$ cat src/rtl/vsi_pkg.sv
// Shared types and constants for the vehicle safety interlock.
package vsi_pkg;

    typedef enum logic [2:0] {
        KIND_TICK      = 3'd0,
        KIND_NAV_BEAT  = 3'd1,
        KIND_NAV_EXIT  = 3'd2,
        KIND_NAV_CMD   = 3'd3,
        KIND_SENSOR    = 3'd4
    } kind_t;

    typedef enum logic [2:0] {
        REFUSE_OK        = 3'd0,
        REFUSE_OVERSPEED = 3'd1,
        REFUSE_OVERSTEER = 3'd2,
        REFUSE_SENSOR    = 3'd3,
        REFUSE_RECOVERY  = 3'd4,
        REFUSE_LOCKED    = 3'd5
    } refusal_t;

    typedef enum logic [2:0] {
        MODE_NORMAL    = 3'd0,
        MODE_NO_SENSOR = 3'd1,
        MODE_RECOVERY  = 3'd2,
        MODE_SHAKING   = 3'd3,
        MODE_LOCKED    = 3'd4
    } mode_t;

    typedef enum logic [2:0] {
        REG_SPEED_LIMIT    = 3'd0,
        REG_STEERING_LIMIT = 3'd1,
        REG_MIN_DISTANCE   = 3'd2,
        REG_SILENCE_LIMIT  = 3'd3,
        REG_CHECK_PERIOD   = 3'd4,
        REG_REST_LIMIT     = 3'd5,
        REG_HOLD           = 3'd6
    } reg_index_t;

    // Notice mask bit positions
    localparam int NOTICE_SLOW   = 0;
    localparam int NOTICE_RESUME = 1;
    localparam int NOTICE_STOP   = 2;
    localparam int NOTICE_LOCK   = 3;

    localparam logic [14:0] SPEED_LIMIT_RST    = 15'd512;
    localparam logic [14:0] STEERING_LIMIT_RST = 15'd6400;
    localparam logic [15:0] MIN_DISTANCE_RST   = 16'd160;
    localparam logic [15:0] SILENCE_LIMIT_RST  = 16'd500;
    localparam logic [15:0] CHECK_PERIOD_RST   = 16'd200;
    localparam logic [15:0] REST_LIMIT_RST     = 16'd5000;
    localparam logic [15:0] HOLD_RST           = 16'd3000;

    localparam logic [15:0] SAT16 = 16'hFFFF;
    localparam logic [31:0] SAT32 = 32'hFFFF_FFFF;

    localparam int IN_DATA_W  = 56;
    localparam int OUT_DATA_W = 80;

endpackage

$ cat src/rtl/vehicle_safety_interlock_unit.sv
// Safety supervisor: approves navigation commands and watches partner timers.
// Path from item accepted to result valid: input register, then result register.
// Throughput: one item per cycle while m_tready is held high; the state update and result are formed in one pass.
// Reset: asynchronous active-low; all supervisor state and counters clear, the
// configuration registers return to their default limits.
module vehicle_safety_interlock_unit (
    input  logic        clk,
    input  logic        rst_n,
    input  logic        s_tvalid,
    output logic        s_tready,
    // speed[15:0], steering[31:16], imu_ok[32], ranger_ok[33], distance[49:34],
    // shaking[50], zero pad
    input  logic [vsi_pkg::IN_DATA_W-1:0]  s_tdata,
    // kind[2:0]
    input  logic [2:0]  s_tuser,
    output logic        m_tvalid,
    input  logic        m_tready,
    // approved[0], refusal[3:1], nav_notice[7:4], alive_pulse[8], safe_lamp[9],
    // mode[12:10], approved_total[44:13], rejected_total[76:45], zero pad
    output logic [vsi_pkg::OUT_DATA_W-1:0] m_tdata,
    input  logic        cfg_valid,
    output logic        cfg_ready,
    input  logic [2:0]  cfg_addr,
    input  logic [15:0] cfg_data
);

    // Configuration
    logic [14:0] speed_limit_reg;
    logic [14:0] steering_limit_reg;
    logic [15:0] min_distance_reg;
    logic [15:0] silence_limit_reg;
    logic [15:0] check_period_reg;
    logic [15:0] rest_limit_reg;
    logic [15:0] hold_ms_reg;

    // Supervisor state
    logic        nav_contact_reg,   nav_contact_next;
    logic        sensor_seen_reg,   sensor_seen_next;
    logic        recovering_reg,    recovering_next;
    logic        shake_wait_reg,    shake_wait_next;
    logic        lock_flag_reg,     lock_flag_next;
    logic        snap_imu_reg,      snap_imu_next;
    logic        snap_ranger_reg,   snap_ranger_next;
    logic [15:0] snap_dist_reg,     snap_dist_next;
    logic [15:0] nav_quiet_reg,     nav_quiet_next;
    logic [15:0] sensor_quiet_reg,  sensor_quiet_next;
    logic [15:0] check_phase_reg,   check_phase_next;
    logic [15:0] rest_left_reg,     rest_left_next;
    logic [15:0] hold_left_reg,     hold_left_next;
    logic [31:0] approve_count_reg, approve_count_next;
    logic [31:0] reject_count_reg,  reject_count_next;

    // Input stage
    logic        in_valid_reg;
    logic [2:0]  in_kind_reg;
    logic [15:0] in_speed_reg;
    logic [15:0] in_steering_reg;
    logic        in_imu_reg;
    logic        in_ranger_reg;
    logic [15:0] in_distance_reg;
    logic        in_shaking_reg;

    // Result stage
    logic                            out_valid_reg;
    logic [vsi_pkg::OUT_DATA_W-1:0]  out_data_reg, out_data_next;

    logic advance;

    assign advance   = in_valid_reg && (!out_valid_reg || m_tready);
    assign s_tready  = !in_valid_reg || advance;
    assign m_tvalid  = out_valid_reg;
    assign m_tdata   = out_data_reg;
    assign cfg_ready = 1'b1;

    always_ff @(posedge clk or negedge rst_n)
    begin
        if (!rst_n)
        begin
            speed_limit_reg    <= vsi_pkg::SPEED_LIMIT_RST;
            steering_limit_reg <= vsi_pkg::STEERING_LIMIT_RST;
            min_distance_reg   <= vsi_pkg::MIN_DISTANCE_RST;
            silence_limit_reg  <= vsi_pkg::SILENCE_LIMIT_RST;
            check_period_reg   <= vsi_pkg::CHECK_PERIOD_RST;
            rest_limit_reg     <= vsi_pkg::REST_LIMIT_RST;
            hold_ms_reg        <= vsi_pkg::HOLD_RST;
        end
        else if (cfg_valid && cfg_ready)
        begin
            case (vsi_pkg::reg_index_t'(cfg_addr))
                vsi_pkg::REG_SPEED_LIMIT:    speed_limit_reg    <= cfg_data[14:0];
                vsi_pkg::REG_STEERING_LIMIT: steering_limit_reg <= cfg_data[14:0];
                vsi_pkg::REG_MIN_DISTANCE:   min_distance_reg   <= cfg_data;
                vsi_pkg::REG_SILENCE_LIMIT:  silence_limit_reg  <= cfg_data;
                vsi_pkg::REG_CHECK_PERIOD:   check_period_reg   <= cfg_data;
                vsi_pkg::REG_REST_LIMIT:     rest_limit_reg     <= cfg_data;
                vsi_pkg::REG_HOLD:           hold_ms_reg        <= cfg_data;
                default: ;
            endcase
        end
    end

    always_ff @(posedge clk or negedge rst_n)
    begin
        if (!rst_n)
        begin
            in_valid_reg <= 1'b0;
        end
        else if (s_tready)
        begin
            in_valid_reg <= s_tvalid;
        end
    end

    always_ff @(posedge clk)
    begin
        if (s_tvalid && s_tready)
        begin
            in_kind_reg     <= s_tuser;
            in_speed_reg    <= s_tdata[15:0];
            in_steering_reg <= s_tdata[31:16];
            in_imu_reg      <= s_tdata[32];
            in_ranger_reg   <= s_tdata[33];
            in_distance_reg <= s_tdata[49:34];
            in_shaking_reg  <= s_tdata[50];
        end
    end

    always_comb
    begin
        logic [15:0]        rest_dec;
        logic [15:0]        hold_dec;
        logic               alive;
        logic               approved;
        logic [3:0]         notice;
        vsi_pkg::refusal_t  refusal;
        vsi_pkg::mode_t     mode;
        logic signed [16:0] steer_s;
        logic signed [16:0] lim_s;

        nav_contact_next   = nav_contact_reg;
        sensor_seen_next   = sensor_seen_reg;
        recovering_next    = recovering_reg;
        shake_wait_next    = shake_wait_reg;
        lock_flag_next     = lock_flag_reg;
        snap_imu_next      = snap_imu_reg;
        snap_ranger_next   = snap_ranger_reg;
        snap_dist_next     = snap_dist_reg;
        nav_quiet_next     = nav_quiet_reg;
        sensor_quiet_next  = sensor_quiet_reg;
        check_phase_next   = check_phase_reg;
        rest_left_next     = rest_left_reg;
        hold_left_next     = hold_left_reg;
        approve_count_next = approve_count_reg;
        reject_count_next  = reject_count_reg;

        rest_dec = rest_left_reg - 16'd1;
        hold_dec = hold_left_reg - 16'd1;
        alive    = 1'b0;
        approved = 1'b0;
        notice   = 4'd0;
        refusal  = vsi_pkg::REFUSE_OK;
        steer_s  = {in_steering_reg[15], in_steering_reg};
        lim_s    = {2'b00, steering_limit_reg};

        case (vsi_pkg::kind_t'(in_kind_reg))
            vsi_pkg::KIND_TICK:
            begin
                nav_quiet_next    = (nav_quiet_reg == vsi_pkg::SAT16) ? vsi_pkg::SAT16
                                    : nav_quiet_reg + 16'd1;
                sensor_quiet_next = (sensor_quiet_reg == vsi_pkg::SAT16) ? vsi_pkg::SAT16
                                    : sensor_quiet_reg + 16'd1;
                check_phase_next  = (check_phase_reg == vsi_pkg::SAT16) ? vsi_pkg::SAT16
                                    : check_phase_reg + 16'd1;
                if (rest_left_reg != 16'd0)
                begin
                    rest_left_next = rest_dec;
                    if (rest_dec == 16'd0 && shake_wait_reg)
                    begin
                        shake_wait_next = 1'b0;
                        lock_flag_next  = 1'b1;
                        notice[vsi_pkg::NOTICE_LOCK] = 1'b1;
                    end
                end
                if (hold_left_reg != 16'd0)
                begin
                    hold_left_next = hold_dec;
                    if (hold_dec == 16'd0)
                    begin
                        recovering_next = 1'b0;
                    end
                end
                if (check_phase_next >= check_period_reg)
                begin
                    check_phase_next = 16'd0;
                    alive            = 1'b1;
                    if (shake_wait_next || lock_flag_next || !sensor_seen_reg)
                    begin
                        hold_left_next = hold_ms_reg;
                    end
                    if (nav_contact_reg && nav_quiet_next > silence_limit_reg)
                    begin
                        recovering_next  = 1'b1;
                        hold_left_next   = hold_ms_reg;
                        nav_contact_next = 1'b0;
                    end
                    if (sensor_seen_reg && sensor_quiet_next > silence_limit_reg)
                    begin
                        recovering_next  = 1'b1;
                        hold_left_next   = hold_ms_reg;
                        sensor_seen_next = 1'b0;
                        notice[vsi_pkg::NOTICE_STOP] = 1'b1;
                    end
                end
            end
            vsi_pkg::KIND_NAV_BEAT:
            begin
                nav_quiet_next   = 16'd0;
                nav_contact_next = 1'b1;
            end
            vsi_pkg::KIND_NAV_EXIT:
            begin
                nav_contact_next = 1'b0;
            end
            vsi_pkg::KIND_NAV_CMD:
            begin
                if (lock_flag_reg)
                    refusal = vsi_pkg::REFUSE_LOCKED;
                else if (recovering_reg)
                    refusal = vsi_pkg::REFUSE_RECOVERY;
                else if ($signed(in_speed_reg) > $signed({1'b0, speed_limit_reg}))
                    refusal = vsi_pkg::REFUSE_OVERSPEED;
                else if (steer_s > lim_s || steer_s < -lim_s)
                    refusal = vsi_pkg::REFUSE_OVERSTEER;
                else if (!sensor_seen_reg || !snap_imu_reg || !snap_ranger_reg ||
                         snap_dist_reg <= min_distance_reg)
                    refusal = vsi_pkg::REFUSE_SENSOR;
                else
                    refusal = vsi_pkg::REFUSE_OK;

                nav_quiet_next   = 16'd0;
                nav_contact_next = 1'b1;
                if (refusal == vsi_pkg::REFUSE_OK)
                begin
                    approved = 1'b1;
                    if (approve_count_reg != vsi_pkg::SAT32)
                        approve_count_next = approve_count_reg + 32'd1;
                end
                else
                begin
                    if (reject_count_reg != vsi_pkg::SAT32)
                        reject_count_next = reject_count_reg + 32'd1;
                    // speed, steering and sensor refusals start a recovery hold
                    if (refusal == vsi_pkg::REFUSE_OVERSPEED ||
                        refusal == vsi_pkg::REFUSE_OVERSTEER ||
                        refusal == vsi_pkg::REFUSE_SENSOR)
                    begin
                        recovering_next = 1'b1;
                        hold_left_next  = hold_ms_reg;
                    end
                end
            end
            vsi_pkg::KIND_SENSOR:
            begin
                snap_imu_next     = in_imu_reg;
                snap_ranger_next  = in_ranger_reg;
                snap_dist_next    = in_distance_reg;
                sensor_seen_next  = 1'b1;
                sensor_quiet_next = 16'd0;
                if (in_shaking_reg && !shake_wait_reg && !lock_flag_reg)
                begin
                    shake_wait_next = 1'b1;
                    rest_left_next  = rest_limit_reg;
                    notice[vsi_pkg::NOTICE_SLOW] = 1'b1;
                end
                else if (!in_shaking_reg && shake_wait_reg)
                begin
                    shake_wait_next = 1'b0;
                    rest_left_next  = 16'd0;
                    notice[vsi_pkg::NOTICE_RESUME] = 1'b1;
                end
            end
            default: ;
        endcase

        if (lock_flag_next)
            mode = vsi_pkg::MODE_LOCKED;
        else if (shake_wait_next)
            mode = vsi_pkg::MODE_SHAKING;
        else if (recovering_next)
            mode = vsi_pkg::MODE_RECOVERY;
        else if (!sensor_seen_next)
            mode = vsi_pkg::MODE_NO_SENSOR;
        else
            mode = vsi_pkg::MODE_NORMAL;

        out_data_next = {3'd0, reject_count_next, approve_count_next, mode,
                         (hold_left_next != 16'd0), alive, notice, refusal, approved};
    end

    always_ff @(posedge clk or negedge rst_n)
    begin
        if (!rst_n)
        begin
            nav_contact_reg   <= 1'b0;
            sensor_seen_reg   <= 1'b0;
            recovering_reg    <= 1'b0;
            shake_wait_reg    <= 1'b0;
            lock_flag_reg     <= 1'b0;
            snap_imu_reg      <= 1'b0;
            snap_ranger_reg   <= 1'b0;
            snap_dist_reg     <= 16'd0;
            nav_quiet_reg     <= 16'd0;
            sensor_quiet_reg  <= 16'd0;
            check_phase_reg   <= 16'd0;
            rest_left_reg     <= 16'd0;
            hold_left_reg     <= 16'd0;
            approve_count_reg <= 32'd0;
            reject_count_reg  <= 32'd0;
        end
        else if (advance)
        begin
            nav_contact_reg   <= nav_contact_next;
            sensor_seen_reg   <= sensor_seen_next;
            recovering_reg    <= recovering_next;
            shake_wait_reg    <= shake_wait_next;
            lock_flag_reg     <= lock_flag_next;
            snap_imu_reg      <= snap_imu_next;
            snap_ranger_reg   <= snap_ranger_next;
            snap_dist_reg     <= snap_dist_next;
            nav_quiet_reg     <= nav_quiet_next;
            sensor_quiet_reg  <= sensor_quiet_next;
            check_phase_reg   <= check_phase_next;
            rest_left_reg     <= rest_left_next;
            hold_left_reg     <= hold_left_next;
            approve_count_reg <= approve_count_next;
            reject_count_reg  <= reject_count_next;
        end
    end

    always_ff @(posedge clk or negedge rst_n)
    begin
        if (!rst_n)
        begin
            out_valid_reg <= 1'b0;
        end
        else if (advance)
        begin
            out_valid_reg <= 1'b1;
        end
        else if (m_tready)
        begin
            out_valid_reg <= 1'b0;
        end
    end

    always_ff @(posedge clk)
    begin
        if (advance)
        begin
            out_data_reg <= out_data_next;
        end
    end

endmodule

$ cat config.mk
export PLATFORM = sky130hd
export DESIGN_NAME = vehicle_safety_interlock_unit
export DESIGN_NICKNAME = d
export VERILOG_FILES = /design/src/rtl/vsi_pkg.sv /design/src/rtl/vehicle_safety_interlock_unit.sv
export SDC_FILE = /design/constraint.sdc
export NUM_CORES = 1
export LEC_CHECK = 0
export BUFFER_PORTS_ARGS = -buffer_cell sky130_fd_sc_hd__clkbuf_2
export CAP_MARGIN = 10
export CELL_PAD_IN_SITES_DETAIL_PLACEMENT = 0
export CELL_PAD_IN_SITES_GLOBAL_PLACEMENT = 1
export CORE_ASPECT_RATIO = 0.7
export CORE_UTILIZATION = 50
export CTS_BUF_LIST = sky130_fd_sc_hd__clkbuf_8
export DETAILED_ROUTE_END_ITERATION = 10
export HOLD_SLACK_MARGIN = 0.02
export PLACE_DENSITY = 0.87
export SLEW_MARGIN = 20
export SYNTH_ARGS = -nofsm -noshare
export SYNTH_HDL_FRONTEND = slang
export SYNTH_SLANG_ARGS = --single-unit
$ cat constraint.sdc
create_clock -name clk -period 9.3 [get_ports clk]
set_input_delay 1.395 -clock clk [delete_from_list [all_inputs] [get_ports clk]]
set_output_delay 1.395 -clock clk [all_outputs]
set_load 0.005 [all_outputs]
==> impl_results.md, run 1 <==
* Status: finished clean
* Post-route ant nets at 0
* Vias per cell at 5.62
* Final period util at between 60 and 70%
* DR DRC count at 0
* Nets at between 2000 and 2500
* Top FF cell, synth: dfrtp_1
* Clk root buf: clkbuf_8
* Boundary Pins at 166
* Layout fillers at roughly 3500
* CTS hold repair buffers at 0
* Lkg Pwr at around 11 nW
* Clk_lat worst skew at roughly 0.64 ns
* Iter 0 DRT Violations at 1036
* Clock power share at a little under a third
* Synth Register Bits at 410
* PortBufs at about 160
* Post-synth EDFFs at roughly 130
* First-pass GRT wire length at between 70000 and 80000 µm
* Pwr dens at around 210 nW/µm²
* Share of layout cells above drive strength 1 at 17.5%
* Initial core utilization at ~51%
* Synth top area cells: dfrtp_1 30%, edfxtp_1 19%, ha_1 7.1%, xnor2_1 4.9%, nand2_1 3.9%
* Crit Path Class: flip-flop to flip-flop
* Pwr Total at around 5 mW
* Startpoint class of the critical path: flip-flop
* Post-Route WL at a little under 50000 µm
* Placed inst area at ~22000 µm²
* H-tree Lvls at 3
* Storage cell area at approximately 11000 µm²
* Worst slew pin tran at approximately 1.0 ns
* Post-CTS sizing at 0
* Fin crit period at 6.11 ns
* Max-slew violation count at 0
* Number of global-route vias before repair at about 15000
* Setup_tns at 0 ns
* Clk sinks at roughly 400
* TritonCTS Buffers at 66
* Crit end category: flip-flop
* Seq/Total Area, Yosys at about half
* TritonRoute pass-1 iters at 6
* Setup Viol. Count Final at 0
* Mapped cell area at ~21000 µm²
* Final Hold Vio Count at 0
* Yosys cell types at slightly below 80
* Switching power share of the total at 31.7%
* Footprint of the multi-input gates at between 9000 and 10000 µm²
* Post-CTS Setup Inserts at 0
* Worst rel slew slack at 31.2%
* Max-capacitance violation count at 0
* Int Pwr at around 3.4 mW
* Commonest non-fill, non-tap cell in the layout: dfrtp_1
* Antenna violations before repair at 3
* DIE AREA at 43200 µm²
* Fin cells at about 2800
* RSZ-0062 raised after global routing: false
* Synth warn at 0
* Buffer depth of the longest clock path at 3
* Post-DP HPWL at roughly 33000 µm
* Cells after DPL at 2629
* Asr flop ratio synth at between 60% and 70%
* Core area at between 40000 and 50000 µm²
* Die height at 174 µm
* Avg Inst Size Synth at roughly 11 µm²
* Setup Skew at 0.0286 ns
* Switching pwr at approximately 1.6 mW
* Final GP Congestion at slightly below 0.9
* Clock transition at path regs at roughly 0.060 ns
* Combinational power share at 21.5%
* Flop pwr share at a little under half
* Critical path arrival at 6.46 ns
* Tot GR Track Use at 23.4%
* Total congestion overflow at 0
* Leading area contributor after synthesis: dfrtp_1
* Worst-path maximum fanout at 23
* Max reg flops at 77
* Avg WL per Cell at between 15 and 20 µm
* Detailed-route via count at 15500
* Syn Inst Count at around 2000
* Worst Hold Class: flip-flop to flip-flop
* Die width at ~250 µm
* Fmax at between 150 and 200 MHz
* Commonest non-fill, non-tap cells in the layout: 252 x dfrtp_1, 220 x nand2_1, 155 x clkbuf_2
* Design Area, Final at roughly 24000 µm²
* Core Util, Final at roughly 58%
* Rows at 62
* Largest net degree at the start of global routing at 194
* Syn-to-layout area delta at 12.6%
* Top cell type's share of synthesized area at approximately 30%
* Worst path required time at slightly below 10 ns
* TritonCTS clock tree: built
* Max IR drop VDD at approximately 0.00016 V
through the flow:
step	worst slack (ns)	hold WS (ns)
detailed placement	3.19	0.463
finish	3.19	0.474
global placement	3.34	0.460
floorplan	4.50	0.455
CTS	3.16	0.477
global route	2.51	0.483
synth_stat cells, types with 6 or more instances:
master / count
o31ai_1: 6
nor4_1: 21
xnor2_1: 118
nand4_1: 55
a211oi_1: 12
nand2_1: 220
o21a_1: 6
nor2_1: 110
a21o_1: 6
or3_1: 6
dfstp_2: 27
a31oi_1: 10
and2_1: 17
a22o_1: 37
ha_1: 120
nand2b_1: 16
nor2b_1: 16
a21oi_1: 83
o211ai_1: 6
and4_1: 13
dfrtp_1: 252
o21ai_0: 135
mux2_2: 72
a22oi_1: 12
nor3_1: 41
clkbuf_1: 62
and3_1: 49
edfxtp_1: 131
xor2_1: 60
inv_1: 107
nand3_1: 69
worst paths after layout:
path	startpoint	endpoint	slack [ns]	cells past startpoint
max in group asynchronous	rst_n	reject_count_reg[27]$_DFFE_PN0P_	7.16	3
worst max-delay path	check_phase_reg[0]$_DFFE_PN0P_	m_tdata[9]$_DFFE_PP_	3.19	21
worst min-delay path	in_distance_reg[0]$_DFFE_PP_	snap_dist_reg[0]$_DFFE_PN0P_	0.47	1
worst max register to register	check_phase_reg[0]$_DFFE_PN0P_	m_tdata[9]$_DFFE_PP_	3.19	21
worst min register to register	in_distance_reg[0]$_DFFE_PP_	snap_dist_reg[0]$_DFFE_PN0P_	0.47	1
min in group asynchronous	rst_n	check_period_reg[14]$_DFFE_PN0P_	0.75	1
cells by family (layout without fill, tap and decap cells):
group	Yosys count	count (layout)	share of synthesized area, %
compound gates	362	362	10.8
xor+xnor	178	178	7.36
fa+ha+maj	120	120	7.09
buf+inv	184	396	3.37
flops	410	410	51.7
mux	73	73	3.88
other cells	2	5	0.0355
simple gates	664	664	15.7
layer usage:
metal	up-vias	track usage, %	part of all wire (%)
li1	7473	-	-
met1	7522	33.5	47
met2	369	34.7	44
met3	93	5.19	5.7
met4	0	8.41	2.9
met5	-	0	0
power by group through the flow:
stage | combinational, mW | clock [mW] | sequential, mW
after floorplan | 0.806 | 0 | 2.30
after CTS | 1.08 | 1.62 | 2.35
after detailed placement | 1.07 | 0 | 2.38
final | 1.08 | 1.58 | 2.36
after global placement | 1.02 | 0 | 2.37
after global routing | 1.23 | 1.70 | 2.39
final cells by class:
cell class                 count  share of cell area [%]
antenna                        1                  0.0105
tap                          544                    2.86
timing repair buffer         168                    3.83
multi-input combinational   1401                    40.1
inverter                     107                    1.70
clock buffer                  78                    4.50
sequential                   410                    45.9
clock inverter                43                    1.12
worst max-delay path: stages (launching register included):
cell and delay, ns:
dfrtp_1 0.38, ha_1 0.23, and3_1 0.25, and3_1 0.26, and3_1 0.25, and3_1 0.26, nand3_1 0.18, nor2_1 0.24
nand3_1 0.60, and2_1 0.44, ha_1 0.28, nor2b_1 0.10, o21ai_0 0.11, a221oi_1 0.40, o41a_1 0.49, nor2_1 0.16
o31ai_1 0.14, o21ai_1 0.12, buf_4 0.22, a221o_1 0.40, a211oi_1 0.19, nand4_1 0.13
Power figures use the tool's default switching activity.
==> inputs of run 2 (changes only) <==
--- a/config.mk
+++ b/config.mk
@@ -5,12 +5,13 @@
 export SDC_FILE = /design/constraint.sdc
 export NUM_CORES = 1
 export LEC_CHECK = 0
+export ABC_AREA = 1
 export BUFFER_PORTS_ARGS = -buffer_cell sky130_fd_sc_hd__clkbuf_2
 export CAP_MARGIN = 10
 export CELL_PAD_IN_SITES_DETAIL_PLACEMENT = 0
 export CELL_PAD_IN_SITES_GLOBAL_PLACEMENT = 1
 export CORE_ASPECT_RATIO = 0.7
-export CORE_UTILIZATION = 50
+export CORE_UTILIZATION = 48
 export CTS_BUF_LIST = sky130_fd_sc_hd__clkbuf_8
 export DETAILED_ROUTE_END_ITERATION = 10
 export HOLD_SLACK_MARGIN = 0.02
==> constraint.sdc (replaced) <==
create_clock -name clk -period 5.7 [get_ports clk]
set_input_delay 0.855 -clock clk [delete_from_list [all_inputs] [get_ports clk]]
set_output_delay 0.855 -clock clk [all_outputs]
set_load 0.005 [all_outputs]
==> impl_results.md, run 2 <==
* Combinational power share at 33.3%
* Critical path's most frequent cell: nand2_1
* Commonest non-fill, non-tap cells in the layout: 702 x nand2_1, 393 x inv_1, 274 x o21ai_0
* Nets at about 3200
* TritonCTS clock tree: built
* Die height at around 190 µm
* Clk sinks at 410
* Post-CTS Setup Inserts at 0
* Fmax at ~190 MHz
* Boundary Pins at about 170
* Syn-to-layout area delta at 11.7%
* Fin crit period at about 5.2 ns
* Largest net degree at the start of global routing at roughly 150
* Post-CTS sizing at 0
* Mapped cell area at about 23000 µm²
* Share of layout cells above drive strength 1 at approximately 12%
* Yosys cell types at 58
* Clock power share at 24.8%
* Worst Hold Class: primary input to asynchronous set/reset pin
* H-tree Lvls at 3
* Final GP Congestion at 0.945
* Max IR drop VDD at roughly 0.00020 V
* Synth warn at 0
* Flop pwr share at a little over two fifths
* Commonest non-fill, non-tap cell in the layout: nand2_1
* Worst-path maximum fanout at 18
* Post-route ant nets at 0
* Int Pwr at between 6 and 7 mW
* Post-Route WL at approximately 60000 µm
* Largest stage delay on the critical path at approximately 0.42 ns
* Startpoint class of the critical path: flip-flop
* Critical path arrival at between 5 and 6 ns
* PortBufs at roughly 160
* Asr flop ratio synth at 68.0%
* Max-slew violation count at 0
* Largest family of logic cells by synthesized area: simple AND/OR/NAND/NOR gates
* Clk root buf: clkbuf_8
* Antenna violations before repair at 5
* Pwr dens at 407 nW/µm²
* Buffer depth of the longest clock path at 3
* Worst rel slew slack at 32.6%
* Critical R2R Capture: m_tdata[41]$_DFFE_PP_
* Crit end category: flip-flop
* DR DRC count at 0
* Synth Area in XOR/XNOR at under 10%
* Setup Viol. Count Final at 0
* R2r worst-path depth at 27
* Syn Inst Count at about 2800
* Top FF cell, synth: dfrtp_1
* Adder-cell share of the synthesized area at 6.49%
* Max reg flops at 77
* Total congestion overflow at 0
* Vias per cell at approximately 5.4
* Setup_tns at 0 ns
* CTS hold repair buffers at 0
* Number of global-route vias before repair at ~18000
* Final Hold Vio Count at 0
* Compound-Gate Fraction of Synth Area at under 10%
* Avg Inst Size Synth at around 8 µm²
* Status: finished clean
* Post-synth top cells: 702 x nand2_1, 374 x inv_1, 274 x o21ai_0
* TritonRoute pass-1 iters at 5
* Count leader, synth: nand2_1
* Clock transition at path regs at 0.06 ns
* Initial core utilization at between 40% and 50%
* Worst hold slack at around 0.13 ns
* Worst slew pin tran at 1.01 ns
* Lkg Pwr at approximately 12 nW
* Core area at ~47000 µm²
* Ant diodes at 0
* Setup Skew at roughly 0.033 ns
* Worst path slowest cell: dfrtp_1
* Post-DP HPWL at about 44000 µm
* Switching power share of the total at 38.9%
* TritonCTS Buffers at 68
* Tot GR Track Use at roughly a quarter
* Detailed-route via count at 19500
* Mux contribution to synthesized area at between 1 and 1.5%
* Seq/Total Area, Yosys at a little under half
* Rows at between 60 and 70
* Post-synth EDFFs at 131
* Leading area contributor after synthesis: dfrtp_1
* R2R Setup Slk at 0.53 ns
* Die width at between 200 and 300 µm
* Final period util at between 90% and 100%
* Switching pwr at around 4.1 mW
* Max-capacitance violation count at 0
* DIE AREA at between 40000 and 50000 µm²
* Avg WL per Cell at 16.8 µm
* Synth top area cells: dfrtp_1 27%, edfxtp_1 17%, nand2_1 11%, ha_1 6.5%, inv_1 6.1%
* First-pass GRT wire length at just under 100000 µm
* Simple-gate portion of the synthesized area at 23.6%
* Synth Register Bits at 410
* Crit Path Class: flip-flop to flip-flop
* Worst reg2reg startpoint: steering_limit_reg[0]$_DFFE_PN0P_
* Top cell type's share of synthesized area at between 20 and 30%
* Worst path required time at 6.08 ns
* Layout fillers at 4349
* RSZ-0062 raised after global routing: false
* Clk_lat worst skew at about 0.66 ns
* Iter 0 DRT Violations at between 1500 and 2000
==> run 2: changes by cell type in the layout (fill, tap and decap cells not counted), sizes merged, moves of 37 or more <==
cell,previous run,this run
nand2,221,709
nand3,70,185
mux2,72,17
a22o,37,0
and3,49,2
inv,136,403
o21ai,139,295
xnor2,118,16
nor2,111,209
==> run 2: logic make-up (layout without fill, tap and decap cells) <==
family	count (synthesis)	after routing
other cells	2	4
mux	23	23
xor+xnor	103	103
simple gates	1270	1270
buf+inv	475	681
compound gates	418	418
flops	410	410
fa+ha+maj	120	120
==> run 2: metrics by stage <==
stage | instance area [µm²] | power [mW] | cells | utilization (%) | worst slack, ns
5_1_grt | 25800 | 11.3 | 3641 | 54.9 | 0.0941
3_3_place_gp | 24500 | 7.74 | 3516 | 52.1 | 0.755
4_1_cts | 25800 | 10.6 | 3641 | 54.9 | 0.639
2_1_floorplan | 23100 | 6.82 | 2823 | - | 1.32
3_5_place_dp | 24500 | 7.90 | 3516 | 52.1 | 0.669
6_report | 25800 | 10.5 | 3641 | 54.9 | 0.532
==> run 2: area by class of cell <==
cell class              count  area (µm²)  area share (%)
clock inverters            46         260            1.01
flip-flops and latches    410       10900            42.4
well taps                 612         766            2.97
repair buffers            175         946            3.66
multi-input cells        1938       10400            40.2
clock buffers              79        1090            4.21
inverters                 381        1440            5.56
==> run 2: worst max-delay path by stage <==
stage,from,end,slack (ns),cells past startpoint
final,steering_limit_reg[0]$_DFFE_PN0P_,m_tdata[41]$_DFFE_PP_,0.53,27
after global routing,steering_limit_reg[1]$_DFFE_PN0P_,approve_count_reg[28]$_DFFE_PN0P_,0.09,29
after CTS,steering_limit_reg[0]$_DFFE_PN0P_,m_tdata[41]$_DFFE_PP_,0.64,27
after detailed placement,steering_limit_reg[0]$_DFFE_PN0P_,m_tdata[41]$_DFFE_PP_,0.67,27
after global placement,steering_limit_reg[0]$_DFFE_PN0P_,m_tdata[41]$_DFFE_PP_,0.75,27
after floorplan,m_tready,m_tdata[0]$_SDFFCE_PP0P_,1.32,7
==> run 2: power by group through the flow <==
stage / registers, mW / clock network, mW / logic, mW
final: 4.41 / 2.61 / 3.50
after global routing: 4.49 / 2.80 / 4.01
after CTS: 4.39 / 2.68 / 3.48
after detailed placement: 4.44 / 0 / 3.46
after global placement: 4.41 / 0 / 3.33
after floorplan: 4.22 / 0 / 2.61
==> run 2: critical path, delay by kind of cell, from the launching register on <==
kind | cells | cell delay, ns
AOI/OAI and AO/OA | 1 | 0.21
xor gates and xnor gates | 1 | 0.19
adders and majority gates | 2 | 0.50
buffers and inverters | 3 | 0.49
DFF | 1 | 0.42
and+or+nand+nor | 20 | 3.08
==> run 2: routing by layer <==
metal  routed length [µm]  part of all wire (%)  track usage, %
met2                25400                    41            36.1
met1                30400                    50            38.4
met5                    0                     0               0
met4                 1310                   2.1            7.47
met3                 4170                   6.8            4.43
==> inputs of run 3 (changes only) <==
--- a/config.mk
+++ b/config.mk
@@ -6,7 +6,7 @@
 export NUM_CORES = 1
 export LEC_CHECK = 0
 export ABC_AREA = 1
-export BUFFER_PORTS_ARGS = -buffer_cell sky130_fd_sc_hd__clkbuf_2
+export BUFFER_PORTS_ARGS = -buffer_cell sky130_fd_sc_hd__buf_4
 export CAP_MARGIN = 10
 export CELL_PAD_IN_SITES_DETAIL_PLACEMENT = 0
 export CELL_PAD_IN_SITES_GLOBAL_PLACEMENT = 1
==> impl_results.md, run 3 (synthesized netlist as in run 2, its figures left out) <==
* Detailed-route via count at a little under 20000
* First-pass GRT wire length at slightly below 100000 µm
* Worst path required time at around 6.1 ns
* Post-Route WL at between 60000 and 70000 µm
* Max-slew violation count at 0
* Buffer depth of the longest clock path at 3
* RSZ-0062 raised after global routing: false
* Worst rel slew slack at between 20% and 30%
* Crit Path Class: flip-flop to flip-flop
* Fmax at ~200 MHz
* Nets at roughly 3200
* Fin crit period at approximately 5 ns
* Setup Skew at between 0.04 and 0.05 ns
* Post-CTS sizing at 0
* R2r worst-path depth at 28
* Final period util at between 80% and 90%
* Die height at about 190 µm
* Iter 0 DRT Violations at between 1500 and 2000
* Max IR drop VDD at about 0.00020 V
* Boundary Pins at approximately 170
* Clock transition at path regs at roughly 0.06 ns
* Worst slew pin tran at approximately 1.1 ns
* Largest stage delay on the critical path at about 0.50 ns
* Setup_tns at 0 ns
* Worst Hold Class: primary input to asynchronous set/reset pin
* Worst reg2reg startpoint: steering_limit_reg[0]$_DFFE_PN0P_
* Status: finished clean
* R2R Setup Slk at roughly 0.72 ns
* Tot GR Track Use at about a quarter
* Critical path arrival at approximately 5.4 ns
* Clk_lat worst skew at 0.68 ns
* DIE AREA at about 49000 µm²
* PortBufs at roughly 160
* Largest net degree at the start of global routing at 139
* Clk sinks at 410
* TritonCTS Buffers at 66
* Startpoint class of the critical path: flip-flop
* Vias per cell at approximately 5.3
* Antenna violations before repair at 3
* Max-capacitance violation count at 0
* Max reg flops at a little under 80
* Share of layout cells above drive strength 1 at between 10% and 20%
* Total congestion overflow at 0
* TritonRoute pass-1 iters at 6
* Die width at between 200 and 300 µm
* Clk root buf: clkbuf_8
* Crit end category: flip-flop
* Worst path slowest cell: nand2_2
* Post-DP HPWL at between 40000 and 50000 µm
* CTS hold repair buffers at 0
* Pwr dens at around 400 nW/µm²
* Final Hold Vio Count at 0
* H-tree Lvls at 3
* Pwr Total at 10.6 mW
* Avg WL per Cell at about 17 µm
* Worst-path maximum fanout at 18
* Post-CTS Setup Inserts at 0
* Lkg Pwr at roughly 12 nW
* Critical path's most frequent cell: nand2_1
* Ant diodes at 0
* TritonCTS clock tree: built
* Commonest non-fill, non-tap cells in the layout: 702 x nand2_1, 401 x inv_1, 274 x o21ai_0
* Critical R2R Capture: m_tdata[9]$_DFFE_PP_
* Initial core utilization at between 40% and 50%
* Commonest non-fill, non-tap cell in the layout: nand2_1
* DR DRC count at 0
* Syn-to-layout area delta at 13.2%
* Rows at between 60 and 70
* Core area at between 40000 and 50000 µm²
* Number of global-route vias before repair at ~18000
* Final GP Congestion at ~0.9
* Post-route ant nets at 0
* Setup Viol. Count Final at 0
## run 3: cell types whose count changed in the layout (fill, tap and decap cells not counted)
cell,previous run,this run
clkinvlp_4,2,0
clkbuf_2,155,0
nor4_2,2,3
bufinv_16,1,2
clkinv_2,16,4
buf_4,18,174
nor4_1,27,26
clkbuf_8,79,76
clkinv_1,4,5
inv_1,393,401
inv_8,1,2
## run 3: critical path: cells and delay by family, from the launching register on
| family | cells | cell delay (ns) |
|---|---|---|
| buffers and inverters | 1 | 0.08 |
| XOR/XNOR | 1 | 0.18 |
| flip-flops | 1 | 0.43 |
| adder cells (fa/ha/maj) | 2 | 0.47 |
| AND/OR/NAND/NOR | 24 | 3.58 |
## run 3: metal layers
metal  share of wire [%]  wire (µm)  up-vias  track usage [%]
li1                    -          -     9581                -
met5                   0          0        -                0
met4                 1.9       1150        0             6.44
met3                 6.5       3990       86             4.72
met1                  50      30900     9151             38.7
met2                  42      25600      554             37.1
## run 3: how the worst max path moves through the flow
stage               slack, ns                               end                         startpoint  cells past startpoint
floorplan                1.32          m_tdata[0]$_SDFFCE_PP0P_                           m_tready                      7
global placement         0.76              m_tdata[9]$_DFFE_PP_  steering_limit_reg[1]$_DFFE_PN0P_                     28
detailed placement       0.65  reject_count_reg[25]$_DFFE_PN0P_  steering_limit_reg[0]$_DFFE_PN0P_                     30
CTS                      0.64             m_tdata[64]$_DFFE_PP_  steering_limit_reg[1]$_DFFE_PN0P_                     28
global route             0.14  reject_count_reg[22]$_DFFE_PN0P_  steering_limit_reg[0]$_DFFE_PN0P_                     30
finish                   0.72              m_tdata[9]$_DFFE_PP_  steering_limit_reg[0]$_DFFE_PN0P_                     28
## run 3: through the flow
stage | setup WS [ns] | instances | cell area [µm²] | hold WS [ns] | utilization, %
after floorplan | 1.32 | 2823 | 23100 | 0.449 | -
after global placement | 0.761 | 3517 | 24900 | 0.464 | 52.9
after detailed placement | 0.647 | 3517 | 24900 | 0.467 | 52.9
after CTS | 0.638 | 3636 | 26200 | 0.254 | 55.7
after global routing | 0.136 | 3636 | 26200 | 0.277 | 55.7
final | 0.719 | 3636 | 26200 | 0.238 | 55.7
## run 3: where the power goes
group	total, mW	internal (mW)	switching (mW)
clock	2.58	1.32	1.26
combinational	3.58	1.36	2.22
sequential	4.41	3.80	0.607
total	10.6	6.49	4.09
## run 3: area by class of cell
cell class | instances | area (µm²)
clock buffers | 76 | 1050
clock inverters | 43 | 260
fillers | 4332 | 20800
inverters | 381 | 1440
multi-input cells | 1938 | 10400
flip-flops and latches | 410 | 10900
well taps | 612 | 766
repair buffers | 176 | 1340
